## src/rtl/pdcap_pkg.sv

```systemverilog
// ----------------------------------------------------------------------------
// pdcap_pkg
// shared types and constants of the three channel pwm duty capture block
// ----------------------------------------------------------------------------
package pdcap_pkg;

   // duty and period widths
   localparam int DUTY_BITS   = 13;
   localparam int PERIOD_BITS = 20;
   localparam int FRAC_BITS   = 12;

   localparam logic [DUTY_BITS-1:0]   FULL_DUTY    = 13'd4096;
   localparam logic [PERIOD_BITS-1:0] PERIOD_RESET = 20'd10000;

   // last divider step index (one quotient bit per step)
   localparam logic [3:0] LAST_STEP = 4'(FRAC_BITS - 1);

   // controller states, one-hot
   typedef enum logic [1:0] {
      ST_IDLE = 2'b01,
      ST_CALC = 2'b10
   } ctrl_state_type;

   // status a lane hands to the merge logic
   typedef struct packed {
      logic                 done;
      logic [DUTY_BITS-1:0] duty;
   } lane_status_type;

endpackage

```

## src/rtl/pwm_duty_capture_three_channel_top.sv

```systemverilog
// ----------------------------------------------------------------------------
// pwm_duty_capture_three_channel_top
// duty capture of three sampled pwm inputs with a lane per channel
// ----------------------------------------------------------------------------
//  channel   direction  ports                        transfer
//  req       in         now_us, three pin levels     valid / ready
//  rsp       out        fan, water, fuel duty        valid / ready
//  csr       in         pwm period (20 bits)         write enable, no wait
//
//  after accept the block waits in calc until all lanes are done and the rsp
//  slot is free; a falling edge within a period of the last rise first runs
//  that lane's 12-step serial divider. req_ready returns with rsp_valid, so
//  a new request waits until the last one is published; the response register
//  holds the result under rsp stalls.
//  synchronous reset clears all channel state and sets the period to 10000.
// ----------------------------------------------------------------------------
module pwm_duty_capture_three_channel_top #(
   parameter int TIME_BITS = 32
) (
   input  logic                                clock,
   input  logic                                reset,
   input  logic                                req_valid,
   output logic                                req_ready,
   input  logic [TIME_BITS-1:0]                req_now_us,
   input  logic                                req_fan_level,
   input  logic                                req_water_level,
   input  logic                                req_fuel_level,
   output logic                                rsp_valid,
   input  logic                                rsp_ready,
   output logic [pdcap_pkg::DUTY_BITS-1:0]     rsp_fan_duty,
   output logic [pdcap_pkg::DUTY_BITS-1:0]     rsp_water_duty,
   output logic [pdcap_pkg::DUTY_BITS-1:0]     rsp_fuel_duty,
   input  logic                                csr_wr_en,
   input  logic [pdcap_pkg::PERIOD_BITS-1:0]   csr_wr_data
);

   pdcap_pkg::ctrl_state_type           state_ff, state_in;
   logic [pdcap_pkg::PERIOD_BITS-1:0]   period_ff;
   logic [pdcap_pkg::PERIOD_BITS-1:0]   period_eff;
   logic                                rsp_valid_ff, rsp_valid_in;
   logic [pdcap_pkg::DUTY_BITS-1:0]     fan_duty_ff;
   logic [pdcap_pkg::DUTY_BITS-1:0]     water_duty_ff;
   logic [pdcap_pkg::DUTY_BITS-1:0]     fuel_duty_ff;
   logic                                accept;
   logic                                lanes_done;
   logic                                publish;

   pdcap_pkg::lane_status_type          fan_status;
   pdcap_pkg::lane_status_type          water_status;
   pdcap_pkg::lane_status_type          fuel_status;

   // period register, zero acts as one
   always_ff @(posedge clock) begin
      if (reset) begin
         period_ff <= pdcap_pkg::PERIOD_RESET;
      end else if (csr_wr_en) begin
         period_ff <= csr_wr_data;
      end
   end

   assign period_eff = (period_ff == '0) ? pdcap_pkg::PERIOD_BITS'(1) : period_ff;

   assign req_ready = (state_ff == pdcap_pkg::ST_IDLE);
   assign accept    = req_valid & req_ready;

   // one lane per channel
   pdcap_lane #(.TIME_BITS(TIME_BITS)) u_fan_lane (
      .clock  (clock),
      .reset  (reset),
      .start  (accept),
      .now    (req_now_us),
      .level  (req_fan_level),
      .period (period_eff),
      .status (fan_status)
   );

   pdcap_lane #(.TIME_BITS(TIME_BITS)) u_water_lane (
      .clock  (clock),
      .reset  (reset),
      .start  (accept),
      .now    (req_now_us),
      .level  (req_water_level),
      .period (period_eff),
      .status (water_status)
   );

   pdcap_lane #(.TIME_BITS(TIME_BITS)) u_fuel_lane (
      .clock  (clock),
      .reset  (reset),
      .start  (accept),
      .now    (req_now_us),
      .level  (req_fuel_level),
      .period (period_eff),
      .status (fuel_status)
   );

   // merge: wait for all lanes and a free response slot
   assign lanes_done = fan_status.done & water_status.done & fuel_status.done;
   assign publish    = (state_ff == pdcap_pkg::ST_CALC) & lanes_done &
                       (~rsp_valid_ff | rsp_ready);

   always_comb begin
      state_in     = state_ff;
      rsp_valid_in = rsp_valid_ff;
      if (rsp_valid_ff && rsp_ready) begin
         rsp_valid_in = 1'b0;
      end
      case (state_ff)
         pdcap_pkg::ST_IDLE: begin
            if (accept) begin
               state_in = pdcap_pkg::ST_CALC;
            end
         end
         pdcap_pkg::ST_CALC: begin
            if (publish) begin
               state_in     = pdcap_pkg::ST_IDLE;
               rsp_valid_in = 1'b1;
            end
         end
         default: begin
            state_in = pdcap_pkg::ST_IDLE;
         end
      endcase
   end

   always_ff @(posedge clock) begin
      if (reset) begin
         state_ff     <= pdcap_pkg::ST_IDLE;
         rsp_valid_ff <= 1'b0;
      end else begin
         state_ff     <= state_in;
         rsp_valid_ff <= rsp_valid_in;
      end
   end

   // response register
   always_ff @(posedge clock) begin
      if (publish) begin
         fan_duty_ff   <= fan_status.duty;
         water_duty_ff <= water_status.duty;
         fuel_duty_ff  <= fuel_status.duty;
      end
   end

   assign rsp_valid      = rsp_valid_ff;
   assign rsp_fan_duty   = fan_duty_ff;
   assign rsp_water_duty = water_duty_ff;
   assign rsp_fuel_duty  = fuel_duty_ff;

   // checks
   a_accept_calc: assert property (@(posedge clock) disable iff (reset)
      accept |=> (state_ff == pdcap_pkg::ST_CALC))
      else $error("accepted transaction did not enter calc");

   a_publish: assert property (@(posedge clock) disable iff (reset)
      publish |=> (rsp_valid_ff && state_ff == pdcap_pkg::ST_IDLE))
      else $error("finished result was not published");

   a_duty_range: assert property (@(posedge clock) disable iff (reset)
      rsp_valid_ff |-> (rsp_fan_duty <= pdcap_pkg::FULL_DUTY &&
                        rsp_water_duty <= pdcap_pkg::FULL_DUTY &&
                        rsp_fuel_duty <= pdcap_pkg::FULL_DUTY))
      else $error("duty above full scale");

endmodule

```

## src/rtl/pdcap_lane.sv

```systemverilog
// ----------------------------------------------------------------------------
// pdcap_lane
// one capture channel: edge and timeout tracking plus a radix-2 serial divider
// ----------------------------------------------------------------------------
module pdcap_lane #(
   parameter int TIME_BITS = 32
) (
   input  logic                                clock,
   input  logic                                reset,
   input  logic                                start,
   input  logic [TIME_BITS-1:0]                now,
   input  logic                                level,
   input  logic [pdcap_pkg::PERIOD_BITS-1:0]   period,
   output pdcap_pkg::lane_status_type          status
);

   localparam int CMP_BITS = (TIME_BITS > pdcap_pkg::PERIOD_BITS) ?
                             TIME_BITS : pdcap_pkg::PERIOD_BITS;

   // channel state
   logic                              prev_ff,   prev_in;
   logic [TIME_BITS-1:0]              rise_ff,   rise_in;
   logic [TIME_BITS-1:0]              fall_ff,   fall_in;
   logic [pdcap_pkg::DUTY_BITS-1:0]   duty_ff,   duty_in;

   // divider state
   logic                              busy_ff,   busy_in;
   logic [3:0]                        step_ff,   step_in;
   logic [pdcap_pkg::PERIOD_BITS-1:0] rem_ff,    rem_in;
   logic [pdcap_pkg::FRAC_BITS-1:0]   quo_ff,    quo_in;

   logic [TIME_BITS-1:0]              diff_rise;
   logic [TIME_BITS-1:0]              diff_fall;
   logic                              rise_late;
   logic                              fall_late;
   logic                              rising;
   logic                              falling;

   logic [pdcap_pkg::PERIOD_BITS:0]   shifted;
   logic                              take;
   logic [pdcap_pkg::PERIOD_BITS-1:0] rem_next;
   logic [pdcap_pkg::FRAC_BITS-1:0]   quo_next;
   logic [pdcap_pkg::DUTY_BITS-1:0]   quo_ceil;

   // wrapped ages of both stamps against the period
   assign diff_rise = now - rise_ff;
   assign diff_fall = now - fall_ff;
   assign rise_late = CMP_BITS'(diff_rise) >= CMP_BITS'(period);
   assign fall_late = CMP_BITS'(diff_fall) >= CMP_BITS'(period);
   assign rising    = level & ~prev_ff;
   assign falling   = ~level & prev_ff;

   // one restoring step: remainder stays below the period
   assign shifted  = {rem_ff, 1'b0};
   assign take     = shifted >= {1'b0, period};
   assign rem_next = take ? pdcap_pkg::PERIOD_BITS'(shifted - {1'b0, period})
                          : shifted[pdcap_pkg::PERIOD_BITS-1:0];
   assign quo_next = {quo_ff[pdcap_pkg::FRAC_BITS-2:0], take};

   // rounded-up quotient, at most full scale
   assign quo_ceil = {1'b0, quo_next} +
                     pdcap_pkg::DUTY_BITS'(rem_next != '0);

   // next-state logic
   always_comb begin
      prev_in = prev_ff;
      rise_in = rise_ff;
      fall_in = fall_ff;
      duty_in = duty_ff;
      busy_in = busy_ff;
      step_in = step_ff;
      rem_in  = rem_ff;
      quo_in  = quo_ff;
      if (start) begin
         prev_in = level;
         // stamp renewal on edges or timeouts
         if (rising || (!rising && rise_late)) begin
            rise_in = now;
         end
         if (falling || (!falling && fall_late)) begin
            fall_in = now;
         end
         if (falling) begin
            if (rise_late) begin
               duty_in = '0;
            end else begin
               busy_in = 1'b1;
               step_in = '0;
               rem_in  = pdcap_pkg::PERIOD_BITS'(diff_rise);
               quo_in  = '0;
            end
         end else if (!rising && rise_late && level) begin
            duty_in = '0;
         end else if (fall_late && !level) begin
            duty_in = pdcap_pkg::FULL_DUTY;
         end
      end else if (busy_ff) begin
         rem_in  = rem_next;
         quo_in  = quo_next;
         step_in = step_ff + 4'd1;
         if (step_ff == pdcap_pkg::LAST_STEP) begin
            busy_in = 1'b0;
            duty_in = pdcap_pkg::FULL_DUTY - quo_ceil;
         end
      end
   end

   // control and channel registers
   always_ff @(posedge clock) begin
      if (reset) begin
         prev_ff <= 1'b0;
         rise_ff <= '0;
         fall_ff <= '0;
         duty_ff <= '0;
         busy_ff <= 1'b0;
         step_ff <= '0;
      end else begin
         prev_ff <= prev_in;
         rise_ff <= rise_in;
         fall_ff <= fall_in;
         duty_ff <= duty_in;
         busy_ff <= busy_in;
         step_ff <= step_in;
      end
   end

   // divider datapath
   always_ff @(posedge clock) begin
      rem_ff <= rem_in;
      quo_ff <= quo_in;
   end

   assign status.done = ~busy_ff;
   assign status.duty = duty_ff;

endmodule
```

## config.mk

```make
export PLATFORM = sky130hd
export DESIGN_NAME = pwm_duty_capture_three_channel_top
export DESIGN_NICKNAME = d
export VERILOG_FILES = /design/src/rtl/pdcap_pkg.sv /design/src/rtl/pwm_duty_capture_three_channel_top.sv /design/src/rtl/pdcap_lane.sv
export SDC_FILE = /design/constraint.sdc
export NUM_CORES = 1
export LEC_CHECK = 0
export BUFFER_PORTS_ARGS = -buffer_cell sky130_fd_sc_hd__clkbuf_2
export CAP_MARGIN = 20
export CORE_AREA = 2 2 342 344
export DETAILED_ROUTE_END_ITERATION = 10
export DIE_AREA = 0 0 344 346
export PLACE_DENSITY = 0.4
export SLEW_MARGIN = 15
export SYNTH_ARGS = -nofsm -noshare
export SYNTH_HDL_FRONTEND = slang
export SYNTH_SLANG_ARGS = --single-unit
```

## constraint.sdc

```tcl
create_clock -name clock -period 7 [get_ports clock]
set_clock_uncertainty 0.05 [all_clocks]
set_input_delay 1.4 -clock clock [delete_from_list [all_inputs] [get_ports clock]]
set_output_delay 1.4 -clock clock [all_outputs]
set_load 0.05 [all_outputs]
```

==> metrics <==
status=finished, final reports clean; worst slew pin tran=0.894 ns; worst r2r src=period_ff[17]; Detailed Route WL=126,000 um; cell count of the worst reg-to-reg path=30; Cells after Synth=4,126; core area=115,000 um^2; Pleak=16.1 nW; Max-cap violations=0; number of distinct library cells after synthesis=100; RSZ-0062 raised after global routing=no; CP endpoint kind=register; CP max stage cell=or4_1; clock buffer count from CTS=56; DIE HEIGHT=346 um; Synth area leader=dfxtp_1; WHS Endpoint=rsp_fan_duty[2]; CTS Buffer Depth=3; final hold vios=0; drt drc=0; Routed Antenna Nets=0; chip width=344 um; Setup Viol. Count Final=0; TritonRoute pass-1 iters=5; hpwl dp=97,700 um; total grt overflow=0; Mapped Nets=4,606; PD cells=210 nW/um^2; Post-synth ARST share=0%; commonest cells after routing, fill and taps aside=ha_1 (411), nor2_1 (405), a21oi_1 (323); hold crit path type=register to register; DR WL/cell=21.4 um; PortBufs=100; largest net degree at the start of global routing=106; setup TNS=0 ns; CP most frequent cell=a21oi_1; syn_area_per_cell=8.33 um^2; design area=39,600 um^2; WP data required=7.52 ns; Yosys top cell area share=15.8%; CTS tree=done; worst skew pair latency=0.70 ns; first-pass GRT wire length=191,000 um; Synth area leaders=dfxtp_1 (16%), ha_1 (15%), edfxtp_1 (12%), mux2i_1 (5.6%), a21oi_1 (4.7%); placed cell area=37,700 um^2; Post-Syn Area=34,400 um^2; CTS root buf=clkbuf_16; reg-to-reg slack, setup=0.54 ns; Max Freq=155 MHz; number of synthesized flops with an enable pin=132; crit-path max cell delay=0.54 ns; HP Start=u_fan_lane.duty_ff[2]; fill count=12,200; max-slew violation count=0; CP arrival=6.98 ns; crit share post-route=92.3%; VDD IR max=0.000192 V; Starting Density=29.8%; crit start category=register; detailed router's first-iteration violation count=1,856; flop and latch count out of synthesis=404; Tmin final=6.46 ns; worst hold stages=0; CTS Sinks=404; placer congestion estimate=0.870; vias in the first global route=30,200; Crit Path Class=register to register; slew margin rel.=40.3%; DR vias=30,700; most common cell after layout, fill and taps aside=ha_1; area delta synth->final=15.2%; YS warnings=0; via/cell ratio=5.23; Final nets=4,775; CTS H-Tree Depth=2; Tot GR Track Use=20.9%; ys flop type=dfxtp_1; Worst-path clk slew=0.06 ns; share of cells above drive strength 1=10.6%; crit-path max FO=4; row count=125; Die ar.=119,000 um^2; initial antenna violation count=7; critical register-to-register path endpoint=u_fan_lane.duty_ff[12]; IO Count=101; register area share after synthesis=27.4%
-- per-stage QoR --
step / instances / worst slack [ns] / util, % / total power, mW / hold slack, ns
finish: 5870 / 0.540 / 34.3 / 8.31 / 0.345
global route: 5866 / 0.000776 / 34.3 / 8.83 / 0.371
CTS: 5866 / 0.353 / 34.3 / 8.42 / 0.347
detailed placement: 5761 / -0.0599 / 32.6 / 5.38 / 0.360
global placement: 5761 / 0.00488 / 32.6 / 5.39 / 0.365
floorplan: 4126 / 0.736 / - / 4.50 / 0.351
-- worst max path at each step --
stage / startpoint / end / cells after the start / slack (ns)
after floorplan: req_now_us[0] / u_fan_lane.duty_ff[10] / 28 / 0.74
after global placement: req_now_us[0] / u_water_lane.duty_ff[3] / 24 / 0.005
after detailed placement: req_now_us[0] / u_water_lane.fall_ff[23] / 24 / -0.06
after CTS: period_ff[11] / u_fan_lane.duty_ff[12] / 29 / 0.35
after global routing: period_ff[15] / u_fuel_lane.duty_ff[12] / 30 / 0.0008
final: period_ff[17] / u_fan_lane.duty_ff[12] / 30 / 0.54
-- where the power goes --
part | internal [mW] | leakage, nW | switching (mW)
logic | 1.08 | 11.7 | 1.68
registers | 2.53 | 3.47 | 0.0497
clock network | 1.72 | 0.926 | 1.25
-- routing by layer --
| metal | global-route usage (%) | up-vias | wire [um] |
|---|---|---|---|
| li1 | - | 15400 | - |
| met1 | 30.4 | 14600 | 63000 |
| met2 | 33.2 | 528 | 55600 |
| met3 | 2.31 | 112 | 4980 |
| met4 | 4.12 | 4 | 2220 |
| met5 | 0 | - | 26 |
-- cell type report --
class	instances	area, um^2	share of cell area, %
multi-input combinational	3234	23100	58.4
sequential	404	9410	23.8
timing repair buffer	279	2040	5.16
tap	1524	1910	4.82
clock buffer	79	1600	4.04
inverter	320	1200	3.03
clock inverter	26	300	0.758
antenna	4	10.0	0.0253
-- state kept, by name, summed over array words and instances (netlist names), 11 cells and up --
| register | cells |
|---|---|
| period_ff | 20 |
| u_fan_lane.rem_ff | 20 |
| u_water_lane.rise_ff | 32 |
| rsp_water_duty | 13 |
| u_fuel_lane.fall_ff | 32 |
| rsp_fuel_duty | 13 |
| u_water_lane.rem_ff | 20 |
| rsp_fan_duty | 13 |
| u_fuel_lane.rem_ff | 20 |
| u_fuel_lane.rise_ff | 32 |
| u_fan_lane.rise_ff | 32 |
| u_fan_lane.fall_ff | 32 |
| u_water_lane.quo_ff | 11 |
| u_fuel_lane.duty_ff | 13 |
| u_fan_lane.duty_ff | 13 |
| u_fuel_lane.quo_ff | 11 |
| u_fan_lane.quo_ff | 11 |
| u_water_lane.fall_ff | 32 |
| u_water_lane.duty_ff | 13 |
-- what timing repair did --
item,4_1_cts,5_1_grt
buffers inserted,0,0
endpoints found under the setup margin,0,2
gates resized for setup,0,3
hold buffers,0,0
-- synth_stat cells, drive strengths merged (8+ instances only) --
cell type    n
nand2b      42
a22o        22
o211ai      61
o21bai      46
fa           9
o22ai        9
or3         31
edfxtp     132
a211o       14
nand3      103
xnor2      138
nor2b       70
inv        320
xor2        71
nor4        25
mux2        14
or2         17
clkbuf     132
nand4       57
a211oi      62
o2111ai     19
a41oi        8
or4         17
a21oi      327
mux2i      194
dfxtp      272
and3        16
o21a        67
buf         36
nor3b        8
a31oi       38
a221oi       8
nor2       405
ha         411
o31ai       57
a21o       113
o31a        12
a2111oi     24
o21ai      223
nand2      286
and2        16
and4        14
nor3        71
-- cell families after synthesis --
family                     synth area share [%]
and+or+nand+nor                            16.7
buffers and inverters                      5.58
DFF                                        27.4
adders and majority gates                  15.5
xor gates and xnor gates                   5.33
AOI/OAI and AO/OA                          23.4
muxes                                      6.11
-- worst max-delay path: cells and delay by family, from the launching register on --
kind	cells	cell delay, ns
XOR/XNOR	2	0.36
AND/OR/NAND/NOR	9	2.55
AO/OA/AOI/OAI	13	2.05
adder cells (fa/ha/maj)	3	0.55
flip-flops	1	0.37
multiplexers	1	0.16
buffers and inverters	2	0.30
(Power assumes the default switching activity.)
